<file path="src/design/priority_bitmap_task_scheduler_defines.svh">
// Assertion macros shared by the scheduler RTL.
`ifndef PRIORITY_BITMAP_TASK_SCHEDULER_DEFINES_SVH
`define PRIORITY_BITMAP_TASK_SCHEDULER_DEFINES_SVH

// The consequent must hold in the same cycle as the antecedent.
`define PBTS_ASSERT_NOW(label, ante, cons, msg) \
  label: assert property (@(posedge clk) disable iff (!rst_n) (ante) |-> (cons)) \
    else $error(msg);

// The consequent must hold in the cycle after the antecedent.
`define PBTS_ASSERT_NEXT(label, ante, cons, msg) \
  label: assert property (@(posedge clk) disable iff (!rst_n) (ante) |=> (cons)) \
    else $error(msg);

`endif

</file>
<file path="src/design/pbts_pkg.sv">
// Types and constants of the priority bitmap task scheduler.
`default_nettype none

package pbts_pkg;

  // Command codes.
  typedef enum logic [3:0] {
    CMD_REGISTER    = 4'd0,
    CMD_KILL        = 4'd1,
    CMD_DELAY       = 4'd2,
    CMD_DELAY_UNTIL = 4'd3,
    CMD_WAIT        = 4'd4,
    CMD_SIGNAL      = 4'd5,
    CMD_WAKEUP      = 4'd6,
    CMD_SUSPEND     = 4'd7,
    CMD_RESUME      = 4'd8,
    CMD_TICK        = 4'd9,
    CMD_SCHEDULE    = 4'd10,
    CMD_YIELD       = 4'd11,
    CMD_LOCK        = 4'd12,
    CMD_UNLOCK      = 4'd13,
    CMD_QUERY       = 4'd14
  } cmd_t;

  // Result status codes.
  localparam logic [2:0] ST_OK            = 3'd0;
  localparam logic [2:0] ST_NOT_PERMITTED = 3'd1;
  localparam logic [2:0] ST_FAILED        = 3'd2;
  localparam logic [2:0] ST_IN_USE        = 3'd3;
  localparam logic [2:0] ST_TIMED_OUT     = 3'd4;

  // Wake causes.
  localparam logic [1:0] CAUSE_OK        = 2'd0;
  localparam logic [1:0] CAUSE_TIMED_OUT = 2'd1;
  localparam logic [1:0] CAUSE_ABORTED   = 2'd2;

  localparam logic [7:0] LOCK_MAX = 8'd255;

  typedef struct packed {
    logic [3:0]  cmd;
    logic [4:0]  task_priority;
    logic [31:0] time_value;
    logic [3:0]  event_index;
    logic        in_interrupt;
  } in_item_t;

  typedef struct packed {
    logic [2:0]  status;
    logic [4:0]  running_priority;
    logic        running_valid;
    logic [31:0] tick_time;
    logic [1:0]  wake_reason;
  } out_item_t;

  typedef enum logic [2:0] {
    S_IDLE,
    S_EXEC,
    S_SCHED,
    S_TICK,
    S_RESP
  } state_t;

  // Commands from the controller to the datapath.
  typedef struct packed {
    logic accept;
    logic exec;
    logic sched;
    logic tick_step;
    logic load;
  } ctl_cmd_t;

  // Status from the datapath to the controller.
  typedef struct packed {
    logic is_tick;
    logic walk_done;
    logic out_free;
  } ctl_sts_t;

endpackage

`default_nettype wire

</file>
<file path="src/design/pbts_ctrl.sv">
// Controller state machine of the scheduler.
`default_nettype none

module pbts_ctrl (
  input  wire logic               clk,
  input  wire logic               rst_n,
  input  wire logic               in_valid,
  output logic                    in_stall,
  input  wire pbts_pkg::ctl_sts_t sts,
  output pbts_pkg::ctl_cmd_t      cmd
);
  import pbts_pkg::*;

  state_t state_r, state_nxt;

  // State register.
  always_ff @(posedge clk) begin
    if (!rst_n) begin
      state_r <= S_IDLE;
    end else begin
      state_r <= state_nxt;
    end
  end

  // Next state and datapath commands.
  always_comb begin
    state_nxt = state_r;
    cmd       = '0;
    in_stall  = 1'b1;
    unique case (state_r)
      S_IDLE: begin
        in_stall = 1'b0;
        if (in_valid) begin
          cmd.accept = 1'b1;
          state_nxt  = S_EXEC;
        end
      end
      S_EXEC: begin
        cmd.exec  = 1'b1;
        state_nxt = sts.is_tick ? S_TICK : S_SCHED;
      end
      S_SCHED: begin
        cmd.sched = 1'b1;
        state_nxt = S_RESP;
      end
      S_TICK: begin
        cmd.tick_step = 1'b1;
        if (sts.walk_done) begin
          state_nxt = S_RESP;
        end
      end
      S_RESP: begin
        if (sts.out_free) begin
          cmd.load  = 1'b1;
          state_nxt = S_IDLE;
        end
      end
      default: state_nxt = S_IDLE;
    endcase
  end

endmodule

`default_nettype wire

</file>
<file path="src/design/pbts_dpath.sv">
// Datapath of the scheduler: task sets, wake-time memory and result register.
`default_nettype none

module pbts_dpath #(
  parameter int NUM_PRIORITIES = 32,
  parameter int NUM_EVENTS     = 16,
  parameter int TIME_BITS      = 32
) (
  input  wire logic                clk,
  input  wire logic                rst_n,
  input  wire pbts_pkg::in_item_t  in_data,
  input  wire pbts_pkg::ctl_cmd_t  cmd,
  output pbts_pkg::ctl_sts_t       sts,
  output logic                     out_valid,
  input  wire logic                out_stall,
  output pbts_pkg::out_item_t      out_data
);
  import pbts_pkg::*;

  localparam int NP = NUM_PRIORITIES;
  localparam int PW = (NP > 1) ? $clog2(NP) : 1;
  localparam int EW = (NUM_EVENTS > 1) ? $clog2(NUM_EVENTS) : 1;
  localparam int TB = TIME_BITS;

  // Highest set bit: {found, index}.
  function automatic logic [PW:0] highest(input logic [NP-1:0] s);
    logic [PW:0] r;
    r = '0;
    for (int i = 0; i < NP; i++) begin
      if (s[i]) r = {1'b1, PW'(i)};
    end
    return r;
  endfunction

  in_item_t        it_r;
  logic [NP-1:0]   valid_r, ready_r, waiting_r, susp_r, sleep_r;
  logic [NP-1:0]   valid_nxt, ready_nxt, waiting_nxt, susp_nxt, sleep_nxt;
  logic [EW-1:0]   waits_ev_r [NP];
  logic [1:0]      cause_r [NP];
  logic [PW-1:0]   run_task_r, run_task_nxt;
  logic            run_flag_r, run_flag_nxt;
  logic [TB-1:0]   tick_r, tick_nxt;
  logic [7:0]      lock_r, lock_nxt;
  logic [2:0]      status_r, status_nxt;
  logic            sched_r, sched_nxt, yield_r, yield_nxt;
  logic [PW:0]     walk_r, walk_nxt;
  logic [PW-1:0]   chk_idx_r;
  logic            chk_v_r;
  logic [TB-1:0]   wt_mem [NP];
  logic [TB-1:0]   wt_rdata_r;
  logic            wt_we;
  logic [PW-1:0]   wt_waddr;
  logic [TB-1:0]   wt_wdata;
  logic            ev_we, cause_we;
  logic [PW-1:0]   cause_addr;
  logic [1:0]      cause_val;
  logic            out_valid_r;
  out_item_t       out_data_r;

  logic [PW-1:0]   p_idx;
  logic            p_ok, ev_ok, self_ok, issue;
  logic [TB-1:0]   tv;
  logic [NP-1:0]   pb, qb, waiters, cb;
  logic [PW:0]     hi_wait, hi_ready, hi_yield;

  assign p_idx   = PW'(it_r.task_priority);
  assign p_ok    = 32'(it_r.task_priority) < NP;
  assign ev_ok   = 32'(it_r.event_index) < NUM_EVENTS;
  assign tv      = TB'(it_r.time_value);
  assign pb      = NP'(1) << p_idx;
  assign qb      = NP'(1) << run_task_r;
  assign cb      = NP'(1) << chk_idx_r;
  assign self_ok = !it_r.in_interrupt && (lock_r == 8'd0) && run_flag_r &&
                   ((ready_r & qb) != '0);
  assign issue   = walk_r < (PW+1)'(NP);

  // Waiters of the addressed event, from each task's recorded event.
  always_comb begin
    for (int i = 0; i < NP; i++) begin
      waiters[i] = waiting_r[i] && valid_r[i] && (waits_ev_r[i] == EW'(it_r.event_index));
    end
  end

  assign hi_wait  = highest(waiters);
  assign hi_ready = highest(ready_r);
  assign hi_yield = highest(ready_r & ~NP'(1) & (qb - NP'(1)));

  // Command execution, scheduler runs and tick walk.
  always_comb begin
    valid_nxt    = valid_r;
    ready_nxt    = ready_r;
    waiting_nxt  = waiting_r;
    susp_nxt     = susp_r;
    sleep_nxt    = sleep_r;
    run_task_nxt = run_task_r;
    run_flag_nxt = run_flag_r;
    tick_nxt     = tick_r;
    lock_nxt     = lock_r;
    status_nxt   = status_r;
    sched_nxt    = sched_r;
    yield_nxt    = yield_r;
    walk_nxt     = walk_r;
    wt_we        = 1'b0;
    wt_waddr     = p_idx;
    wt_wdata     = tv;
    ev_we        = 1'b0;
    cause_we     = 1'b0;
    cause_addr   = p_idx;
    cause_val    = CAUSE_OK;

    if (cmd.exec) begin
      status_nxt = ST_OK;
      sched_nxt  = 1'b0;
      yield_nxt  = 1'b0;
      unique case (it_r.cmd)
        CMD_REGISTER: begin
          if (!p_ok) status_nxt = ST_NOT_PERMITTED;
          else if ((valid_r & pb) != '0) status_nxt = ST_IN_USE;
          else begin
            valid_nxt = valid_r | pb;
            ready_nxt = ready_r | pb;
          end
        end
        CMD_KILL: begin
          if (!self_ok) status_nxt = ST_NOT_PERMITTED;
          else begin
            waiting_nxt = waiting_r & ~qb;
            ready_nxt   = ready_r & ~qb;
            susp_nxt    = susp_r & ~qb;
            sleep_nxt   = sleep_r & ~qb;
            valid_nxt   = valid_r & ~qb;
            sched_nxt   = 1'b1;
          end
        end
        CMD_DELAY, CMD_DELAY_UNTIL: begin
          if (!self_ok || run_task_r == '0) status_nxt = ST_NOT_PERMITTED;
          else if (!(it_r.cmd == CMD_DELAY && tv == '0)) begin
            cause_we   = 1'b1;
            cause_addr = run_task_r;
            cause_val  = CAUSE_OK;
            wt_we      = 1'b1;
            wt_waddr   = run_task_r;
            wt_wdata   = (it_r.cmd == CMD_DELAY_UNTIL) ? tv : (tick_r + tv);
            ready_nxt  = ready_r & ~qb;
            sleep_nxt  = sleep_r | qb;
            sched_nxt  = 1'b1;
          end
        end
        CMD_WAIT: begin
          if (!p_ok || !ev_ok || (ready_r & pb) == '0) status_nxt = ST_NOT_PERMITTED;
          else begin
            cause_we    = 1'b1;
            cause_val   = CAUSE_OK;
            ev_we       = 1'b1;
            ready_nxt   = ready_r & ~pb;
            waiting_nxt = waiting_r | pb;
            if (tv != '0 && tv != '1) begin
              wt_we     = 1'b1;
              wt_wdata  = tick_r + tv;
              sleep_nxt = sleep_r | pb;
            end
            sched_nxt = 1'b1;
          end
        end
        CMD_SIGNAL: begin
          if (!ev_ok) status_nxt = ST_NOT_PERMITTED;
          else if (!hi_wait[PW]) status_nxt = ST_TIMED_OUT;
          else begin
            waiting_nxt = waiting_r & ~(NP'(1) << hi_wait[PW-1:0]);
            sleep_nxt   = sleep_r & ~(NP'(1) << hi_wait[PW-1:0]);
            ready_nxt   = ready_r | (NP'(1) << hi_wait[PW-1:0]);
          end
        end
        CMD_WAKEUP: begin
          if (!p_ok || (valid_r & pb) == '0 || ((sleep_r | waiting_r) & pb) == '0) begin
            status_nxt = ST_NOT_PERMITTED;
          end else begin
            waiting_nxt = waiting_r & ~pb;
            sleep_nxt   = sleep_r & ~pb;
            ready_nxt   = ready_r | pb;
            cause_we    = 1'b1;
            cause_val   = CAUSE_ABORTED;
          end
        end
        CMD_SUSPEND: begin
          if (!self_ok) status_nxt = ST_NOT_PERMITTED;
          else begin
            ready_nxt = ready_r & ~qb;
            susp_nxt  = susp_r | qb;
            sched_nxt = 1'b1;
          end
        end
        CMD_RESUME: begin
          if (!p_ok || (susp_r & pb) == '0) status_nxt = ST_NOT_PERMITTED;
          else begin
            susp_nxt  = susp_r & ~pb;
            ready_nxt = ready_r | pb;
            sched_nxt = 1'b1;
          end
        end
        CMD_TICK: begin
          tick_nxt = tick_r + TB'(1);
          walk_nxt = (PW+1)'(1);
        end
        CMD_SCHEDULE: sched_nxt = 1'b1;
        CMD_YIELD: begin
          if (it_r.in_interrupt || lock_r != 8'd0) status_nxt = ST_NOT_PERMITTED;
          else yield_nxt = 1'b1;
        end
        CMD_LOCK: begin
          if (it_r.in_interrupt) status_nxt = ST_NOT_PERMITTED;
          else if (lock_r != LOCK_MAX) lock_nxt = lock_r + 8'd1;
        end
        CMD_UNLOCK: begin
          if (it_r.in_interrupt) status_nxt = ST_NOT_PERMITTED;
          else if (lock_r == 8'd0) status_nxt = ST_FAILED;
          else begin
            lock_nxt  = lock_r - 8'd1;
            sched_nxt = (lock_r == 8'd1);
          end
        end
        CMD_QUERY: ;
        default: status_nxt = ST_NOT_PERMITTED;
      endcase
    end

    // Scheduler run: highest ready task, or yield's pick below the current one.
    if (cmd.sched) begin
      if (yield_r) begin
        if (hi_yield[PW]) begin
          run_task_nxt = hi_yield[PW-1:0];
          run_flag_nxt = 1'b1;
        end else if (hi_ready[PW]) begin
          run_task_nxt = hi_ready[PW-1:0];
          run_flag_nxt = 1'b1;
        end
      end else if (sched_r && lock_r == 8'd0 && hi_ready[PW]) begin
        run_task_nxt = hi_ready[PW-1:0];
        run_flag_nxt = 1'b1;
      end
    end

    // Tick walk: one wake time read per cycle, compared in the following cycle.
    if (cmd.tick_step) begin
      if (issue) walk_nxt = walk_r + (PW+1)'(1);
      if (chk_v_r && (sleep_r & cb) != '0 && wt_rdata_r == tick_r) begin
        sleep_nxt   = sleep_r & ~cb;
        waiting_nxt = waiting_r & ~cb;
        ready_nxt   = ready_r | cb;
        cause_we    = 1'b1;
        cause_addr  = chk_idx_r;
        cause_val   = CAUSE_TIMED_OUT;
      end
    end
  end

  // Control and state registers.
  always_ff @(posedge clk) begin
    if (!rst_n) begin
      valid_r    <= '0;
      ready_r    <= '0;
      waiting_r  <= '0;
      susp_r     <= '0;
      sleep_r    <= '0;
      run_task_r <= '0;
      run_flag_r <= 1'b0;
      tick_r     <= '0;
      lock_r     <= '0;
      sched_r    <= 1'b0;
      yield_r    <= 1'b0;
      walk_r     <= (PW+1)'(NP);
      chk_v_r    <= 1'b0;
    end else begin
      valid_r    <= valid_nxt;
      ready_r    <= ready_nxt;
      waiting_r  <= waiting_nxt;
      susp_r     <= susp_nxt;
      sleep_r    <= sleep_nxt;
      run_task_r <= run_task_nxt;
      run_flag_r <= run_flag_nxt;
      tick_r     <= tick_nxt;
      lock_r     <= lock_nxt;
      sched_r    <= sched_nxt;
      yield_r    <= yield_nxt;
      walk_r     <= walk_nxt;
      chk_v_r    <= cmd.tick_step && issue;
    end
  end

  // Wake causes reset to zero.
  always_ff @(posedge clk) begin
    if (!rst_n) begin
      for (int i = 0; i < NP; i++) cause_r[i] <= CAUSE_OK;
    end else if (cause_we) begin
      cause_r[cause_addr] <= cause_val;
    end
  end

  // Payload registers: latched item, status, check index, recorded events.
  always_ff @(posedge clk) begin
    if (cmd.accept) it_r <= in_data;
    status_r  <= status_nxt;
    chk_idx_r <= walk_r[PW-1:0];
    if (ev_we) waits_ev_r[p_idx] <= EW'(it_r.event_index);
  end

  // Wake-time memory.
  always_ff @(posedge clk) begin
    if (wt_we) wt_mem[wt_waddr] <= wt_wdata;
    wt_rdata_r <= wt_mem[walk_r[PW-1:0]];
  end

  // Result register.
  always_ff @(posedge clk) begin
    if (!rst_n) begin
      out_valid_r <= 1'b0;
    end else if (cmd.load) begin
      out_valid_r <= 1'b1;
    end else if (!out_stall) begin
      out_valid_r <= 1'b0;
    end
  end

  always_ff @(posedge clk) begin
    if (cmd.load) begin
      out_data_r.status           <= status_r;
      out_data_r.running_priority <= 5'(run_task_r);
      out_data_r.running_valid    <= run_flag_r;
      out_data_r.tick_time        <= 32'(tick_r);
      out_data_r.wake_reason      <= p_ok ? cause_r[p_idx] : CAUSE_OK;
    end
  end

  assign out_valid     = out_valid_r;
  assign out_data      = out_data_r;
  assign sts.is_tick   = (it_r.cmd == CMD_TICK);
  assign sts.walk_done = !issue && !chk_v_r;
  assign sts.out_free  = !out_valid_r || !out_stall;

endmodule

`default_nettype wire

</file>
<file path="src/design/priority_bitmap_task_scheduler.sv">
// Priority bitmap task scheduler, top level.
//
// One command is taken at a time and gives one result. Most commands pass
// latch, execute, scheduler run and result on the way from acceptance to
// the result register. A tick walks the wake-time memory one priority per
// cycle; that walk over the single read port sets the worst case. A
// finished result waits in the output register while the next command is
// taken.
`default_nettype none

module priority_bitmap_task_scheduler #(
  parameter int NUM_PRIORITIES = 32,
  parameter int NUM_EVENTS     = 16,
  parameter int TIME_BITS      = 32
) (
  input  wire logic                clk,
  input  wire logic                rst_n,
  input  wire logic                in_valid,
  output logic                     in_stall,
  input  wire pbts_pkg::in_item_t  in_data,
  output logic                     out_valid,
  input  wire logic                out_stall,
  output pbts_pkg::out_item_t      out_data
);
  import pbts_pkg::*;

`include "priority_bitmap_task_scheduler_defines.svh"

  ctl_cmd_t ctl_cmd;
  ctl_sts_t ctl_sts;

  // Controller.
  pbts_ctrl u_ctrl (
    .clk      (clk),
    .rst_n    (rst_n),
    .in_valid (in_valid),
    .in_stall (in_stall),
    .sts      (ctl_sts),
    .cmd      (ctl_cmd)
  );

  // Datapath.
  pbts_dpath #(
    .NUM_PRIORITIES (NUM_PRIORITIES),
    .NUM_EVENTS     (NUM_EVENTS),
    .TIME_BITS      (TIME_BITS)
  ) u_dpath (
    .clk       (clk),
    .rst_n     (rst_n),
    .in_data   (in_data),
    .cmd       (ctl_cmd),
    .sts       (ctl_sts),
    .out_valid (out_valid),
    .out_stall (out_stall),
    .out_data  (out_data)
  );

  // An accepted item keeps the input closed until its result is loaded.
  `PBTS_ASSERT_NEXT(a_busy_after_accept, in_valid && !in_stall, in_stall, "accepted while busy")
  // A waiting result is never overwritten.
  `PBTS_ASSERT_NOW(a_load_free, ctl_cmd.load, !out_valid || !out_stall, "result overwritten")
  // The wake-time walk runs only for a tick command.
  `PBTS_ASSERT_NOW(a_walk_tick, ctl_cmd.tick_step, ctl_sts.is_tick, "walk without tick")

endmodule

`default_nettype wire
</file>
<file path="config.mk">
export PLATFORM = sky130hd
export DESIGN_NAME = priority_bitmap_task_scheduler
export DESIGN_NICKNAME = d
export VERILOG_FILES = /design/src/design/pbts_pkg.sv /design/src/design/pbts_ctrl.sv /design/src/design/pbts_dpath.sv /design/src/design/priority_bitmap_task_scheduler.sv
export VERILOG_INCLUDE_DIRS = /design/src /design/src/design
export SDC_FILE = /design/constraint.sdc
export NUM_CORES = 2
export LEC_CHECK = 0
export BUFFER_PORTS_ARGS = -buffer_cell sky130_fd_sc_hd__buf_2
export CORE_MARGIN = 2
export CORE_UTILIZATION = 30
export DETAILED_ROUTE_END_ITERATION = 8
export HOLD_SLACK_MARGIN = 0.06
export SLEW_MARGIN = 20
export SYNTH_ARGS = -nofsm -noshare
export SYNTH_HDL_FRONTEND = slang
export SYNTH_HIERARCHICAL = 1
export SYNTH_SLANG_ARGS = --single-unit
</file>
<file path="constraint.sdc">
create_clock -name clk -period 13.7 [get_ports clk]
set_clock_uncertainty 0.15 [all_clocks]
set_input_delay 2.055 -clock clk [delete_from_list [all_inputs] [get_ports clk]]
set_output_delay 2.055 -clock clk [all_outputs]
set_load 0.01 [all_outputs]
</file>
# Yosys cells after proc, flatten, opt, wreduce, memory -nomap -nowiden
# Memory sizes are Yosys's and may differ from the RTL's. A register that Yosys moved wholly into a read port is not among the register bits.
# Index checks and enable logic that the tools add are counted.
dict set report totals {
  regBits 314
  ram_bits 1216
  inputBits 50
  out_inout_bits 45
  word_cells 481
  memories 3
}
# name depth width read_ports rd_ports_with_merged_regs write_ports line_no
set mem_list {}
lappend mem_list {u_dpath.wt_mem 32 32 1 1 1 pbts_dpath.sv:49} ;# logic [TB-1:0] wt_mem [NP];
lappend mem_list {u_dpath.waits_ev_r 32 4 32 0 1 pbts_dpath.sv:38} ;# logic [EW-1:0] waits_ev_r [NP];
lappend mem_list {u_dpath.cause_r 32 2 1 1 32 pbts_dpath.sv:39} ;# logic [1:0] cause_r [NP];
dict set report op_classes {
  add_sub_neg 6
  n_lt_le_gt_ge 1
  eq_ne 67
  n_shift 4
  mux 228
  bitwise 33
  reduce_logical 113
}
# operator count
set op_table {}
lappend op_table {{$mux W32} 39}
lappend op_table {{$and A32 B32 Y32} 20}
lappend op_table {{$mux W6} 100}
lappend op_table {{$or A32 B32 Y32} 9}
lappend op_table {{$pmux W32 S7} 1}
lappend op_table {{$logic_not A32 Y1} 5}
lappend op_table {{$pmux W32 S5} 1}
lappend op_table {{$eq A4 B4 Y1} 32}
lappend op_table {{$not A32 Y32} 4}
lappend op_table {{$pmux W32 S2} 2}
lappend op_table {{$pmux W32 S4} 1}
lappend op_table {{$reduce_bool A32 Y1} 4}
lappend op_table {{$shl A1 B5 Y32 const A} 4}
lappend op_table {{$pmux W32 S3} 1}
lappend op_table {{$logic_and A1 B1 Y1} 75}
lappend op_table {{$mux W5} 11}
lappend op_table {{$mux W1} 49}
lappend op_table {{$pmux W3 S11} 1}
lappend op_table {{$add A32 B1 Y32 const B} 1}
lappend op_table {{$add A32 B32 Y32} 1}
lappend op_table {{$eq A32 B32 Y1} 1}
lappend op_table {{$mux W8} 4}
lappend op_table {{$ne A32 B32 Y1 const B} 1}
lappend op_table {{$sub A32 B1 Y32 const B} 1}
lappend op_table {{other kinds (39)} 84}

# Longest topological paths before layout
# An unclocked memory read counts as a cell.
dict set report depth {
  word_depth 43
  mapped_depth 19
  depth_no_buf 15
}

# Cells and area by module
# Netlist, hierarchy kept.
# mod instances cells_per_inst area_each_um2 seq_area_each_um2
set by_module_without_submodules {}
lappend by_module_without_submodules {pbts_dpath 1 5328 71843.9 44342.5}
lappend by_module_without_submodules {pbts_ctrl 1 23 212.7 60.1}

# Worst setup path after synthesis
# Ideal clock, no wire load.
dict set report synth_path {
  path_kind {input-to-reg}
  startpoint {in in_valid}
  endpoint {reg u_dpath/it_r[0] (netlist bit) (enable)}
  setup_time_ps 450
  arrival_ps 4014
  t_required_ps 13100
  path_slack_ps 9086
  cell_stages 2
  n_path_buf 0
  cell_sequence {inv_1 -> nor2_1}
}
# element line_no
set synth_rtl {}
lappend synth_rtl {{start, declared} priority_bitmap_task_scheduler.sv:18} ;# input wire logic in_valid,
lappend synth_rtl {{end signal, assigned} pbts_dpath.sv:301} ;# if (cmd.accept) it_r <= in_data;
lappend synth_rtl {{end, declared} pbts_dpath.sv:35} ;# in_item_t it_r;

# Final worst setup path
dict set report layout_path {
  startpoint {reg u_dpath.run_task_r[4]}
  endpoint {mem u_dpath/wt_mem[2][25] (netlist bit) (enable)}
}
dict set report layout_via {
  elab_chain_cells 11
  word_cells_on_any_way 16
  cone_classes {1 x shift; 9 x mux; 1 x bitwise; 5 x reduce/logical}
}
# element line_no
set layout_lines {}
lappend layout_lines {{start, declared} pbts_dpath.sv:40} ;# logic [PW-1:0] run_task_r, run_task_nxt;
lappend layout_lines {{start signal, assigned} pbts_dpath.sv:279} ;# run_task_r <= run_task_nxt;
lappend layout_lines {{$shl A1 B5 Y32} pbts_dpath.sv:71} ;# assign qb = NP'(1) << run_task_r;
lappend layout_lines {{$and A32 B32 Y32} pbts_dpath.sv:74} ;# ((ready_r & qb) != '0);
lappend layout_lines {{$reduce_bool A32 Y1} pbts_dpath.sv:74}
lappend layout_lines {{$logic_and A1 B1 Y1} pbts_dpath.sv:73} ;# assign self_ok = !it_r.in_interrupt && (lock_r == 8'd0) && run_flag_r &&
lappend layout_lines {{$logic_not A1 Y1} --}
lappend layout_lines {{$logic_or A1 B1 Y1} pbts_dpath.sv:136} ;# if (!self_ok || run_task_r == '0) status_nxt = ST_NOT_PERMITTED;
lappend layout_lines {{$mux W1} pbts_dpath.sv:136}
lappend layout_lines {{$pmux W1 S2} pbts_dpath.sv:115} ;# unique case (it_r.cmd)
lappend layout_lines {{$mux W1} pbts_dpath.sv:111} ;# if (cmd.exec) begin
lappend layout_lines {{$mux W1} pbts_dpath.sv:309} ;# if (wt_we) wt_mem[wt_waddr] <= wt_wdata;
lappend layout_lines {{$mux W1 (implied by the code)} pbts_dpath.sv:309}
lappend layout_lines {{end, declared} pbts_dpath.sv:49}
# Several ways; a longest one is shown, not always the timed one.

==> flow_summary.toml <==
[grt]
grt_remaining_overflow = 0
antenna_found_initial = 18
grtUsageTotal_pct = 22.4
largest_net_degree_at_the_start_of_global_routing = 98
grt_first_pass_wirelength_mm = 388
grt_pass1_vias = 48900

[layout]
most-common-layout-cells = "sky130_fd_sc_hd__edfxtp_1, sky130_fd_sc_hd__nor2_1, sky130_fd_sc_hd__mux4_2"
areaGrowthSynthToFinish_pct = 14.7
final_layout_size_suffix_gt1_share_pct = 19.7
nets = 5537
layout_commonest_cell = "sky130_fd_sc_hd__edfxtp_1"

[clocking]
worst_setup_hold_path_clk_slew_ns = 0.06
tritoncts_clock_tree = "yes"
buffer_count_from_post_cts_setup_fixing = 0
clk_latency_ns = 0.84
clock_tree.root_cell = "sky130_fd_sc_hd__clkbuf_16"
postCtsHoldBufs = 0
cts_resized = 0
cts_buffer_depth = 3
htreeDepth = 4
clock-sinks = 1564
cts_inserted_buffers = 161

[drt]
drt-total-wl_mm = 281
ant_nets = 0
drtPass1Iterations = 7
route.detailed.drc = 0
detail_route.vias_per_cell = 5.84
routedWlPerCell_microns = 32.1
detailedRoute.firstIterationViolations = 6822
num_vias = 51200

[placed_design]
placement.io_buffers = 94
gp_congestion = 1.05
detailedPlace.worstSlack_ns = 7.16
place.detailed.hpwl_mm = 189

[sta]
slew-limit-headroom_pct = 12.6
worst_slack_ns = 7.02
grt_setup_unrepaired = "false"
report.final.hold_viol_count = 0
timing.fmax_ghz = 0.150
finalSetupTns_ns = 0
finalCritPeriodShare_pct = 48.7
max_slew.worst_pin.slew_ns = 1.31
setup_viol = 0
final.min_clock_period_ns = 6.68
maxSlewViolCount = 0

[power_and_ir_drop]
pwr_density_cell_mw_per_mm2 = 127
p_leak_nw = 25.6
vdd_ir_drop_max_v = 0.000145

[setup_path]
critical_path.startpoint_type = "flip-flop"
worst_ep_arrival_time_ns = 6.98
critical_path.max_stage_delay_ns = 0.98
worst_path_max_delay_cell = "sky130_fd_sc_hd__nand2_1"
critical_path_peak_fanout = 41
timing_worst_setup_path_type = "flip-flop to flip-flop"
worst-r2r-setup-slack_ns = 7.02
timing.critical_path.cells = "buf_4 > nor2b_1 > nand3_1 > o32ai_1 > or4_4 > o31a_1 > nand2_1 > o22ai_1 > nand2_1 > nand2b_1 > nor2_4 > buf_4"
critical_path_buf_inv_count = 2
end_kind = "flip-flop"
required_ns = 14.01
timing.critical_path.max_delay_family = "simple AND/OR/NAND/NOR gates"
crit_cells = 12
r2r_cells = 12

[floorplanning]
die_w_microns = 494
die_area_sq_mm = 0.244
die_y_microns = 494
core.rowCount = 179
floorplan.core_area_sq_mm = 0.238
initial_core_util_pct = 30.2
num_io_pins = 95

[synthesis]
synth_seq_area_share_pct = 61.6
yosys_warnings = 6
netlist_instances = 5351
yosys.cell_types.count = 118
syn_nets = 5439
syn_area_per_cell_sq_um = 13.5
ys_dominant_reg_cell = "sky130_fd_sc_hd__edfxtp_1"
synth_area_sq_mm = 0.0721
synth-edff-count = 1308
asyncSetResetFlopFracSynth_pct = 0
ys_ff_latch = 1564

[hold_path]
hold_depth = 0
min_path_type = "flip-flop to flip-flop"

[status]
outcome = "complete, no violations"

[run]
maxCapViolations = 0
[state kept, by name (all words and copies together) (netlist names), 3 cells and up]
name,flops
u_dpath/wt_mem,1024
u_dpath/waits_ev_r,128
u_dpath/cause_r,64
u_dpath/out_data,43
u_dpath/ready_r,32
u_dpath/sleep_r,32
u_dpath/susp_r,32
u_dpath/tick_r,32
u_dpath/tv,32
u_dpath/valid_r,32
u_dpath/waiting_r,32
u_dpath/wt_rdata_r,32
u_dpath/it_r,9
u_dpath/lock_r,8
u_dpath/walk_r,6
u_dpath/chk_idx_r,5
u_dpath/p_idx,5
u_dpath/run_task_r,5
u_ctrl/state_r,3
u_dpath/status_r,3
[cell families (layout without fill, tap and decap cells)]
logic type | count (synthesis) | after routing | share of synthesized area [%]
compound gates | 1229 | 1229 | 10.9
other cells | 0 | 11 | 0
buf+inv | 426 | 660 | 2.49
xor+xnor | 199 | 199 | 2.42
flops | 1564 | 1564 | 61.6
fa+ha+maj | 38 | 38 | 0.670
mux | 405 | 405 | 11.6
simple gates | 1490 | 1490 | 10.2
[worst paths after layout]
| check | from | to |
|---|---|---|
| hold / removal | u_dpath/run_task_r[2]$_SDFFE_PN0P_ | u_dpath/out_data[37]$_DFFE_PP_ |
| setup reg to reg | u_dpath/run_task_r[4]$_SDFFE_PN0P_ | u_dpath/wt_mem[2][25]$_DFFE_PP_ |
| hold reg to reg | u_dpath/run_task_r[2]$_SDFFE_PN0P_ | u_dpath/out_data[37]$_DFFE_PP_ |
| setup / recovery | u_dpath/run_task_r[4]$_SDFFE_PN0P_ | u_dpath/wt_mem[2][25]$_DFFE_PP_ |
[where the power goes]
group          internal [W]  switching, W
Combinational      0.000160      0.000449
Clock               0.00262       0.00197
Sequential          0.00521     0.0000465
Total               0.00800       0.00246
[synth_stat cells, drive strengths merged (81+ instances only)]
library cell / n / share of area [%]
xnor2: 82 / 1.0
nor3: 102 / 0.74
mux4: 340 / 11
nand4: 81 / 0.70
nor2: 524 / 2.8
a21oi: 318 / 2.2
o21ai: 356 / 2.5
edfxtp: 1308 / 55
xor2: 117 / 1.4
nand2: 305 / 1.6
nand3: 96 / 0.67
clkbuf: 232 / 1.2
buf: 140 / 1.0
dfxtp: 256 / 7.1
[area by class of cell]
| cell class | count | area (sq um) |
|---|---|---|
| Fill cell | 23100 | 156000 |
| Sequential cell | 1564 | 44400 |
| Timing Repair Buffer | 307 | 2100 |
| Antenna cell | 11 | 27.5 |
| Inverter | 54 | 205 |
| Multi-Input combinational cell | 3361 | 26400 |
| Clock inverter | 91 | 1200 |
| Clock buffer | 208 | 4330 |
| Tap cell | 3167 | 3960 |
[routing by layer]
| layer | track usage [%] | routed length [microns] | share of wire [%] |
|---|---|---|---|
| met1 | 28.6 | 109000 | 39 |
| met2 | 35.1 | 128000 | 46 |
| met3 | 5.33 | 25900 | 9.2 |
| met4 | 12.0 | 17200 | 6.1 |
| met5 | 0 | 81 | 0.029 |
[metrics by stage]
| step | power, W | util [%] | hold slack (ns) | cells | instance area [sq um] |
|---|---|---|---|---|---|
| floorplan | 0.00567 | - | 0.179 | 5351 | 72100 |
| global placement | 0.00594 | 32.3 | 0.272 | 8452 | 77000 |
| detailed placement | 0.00595 | 32.3 | 0.269 | 8452 | 77000 |
| CTS | 0.0105 | 34.6 | 0.288 | 8751 | 82500 |
| global route | 0.0107 | 34.7 | 0.312 | 8753 | 82600 |
| finish | 0.0105 | 34.7 | 0.291 | 8763 | 82600 |
(Power assumes the default switching activity.)
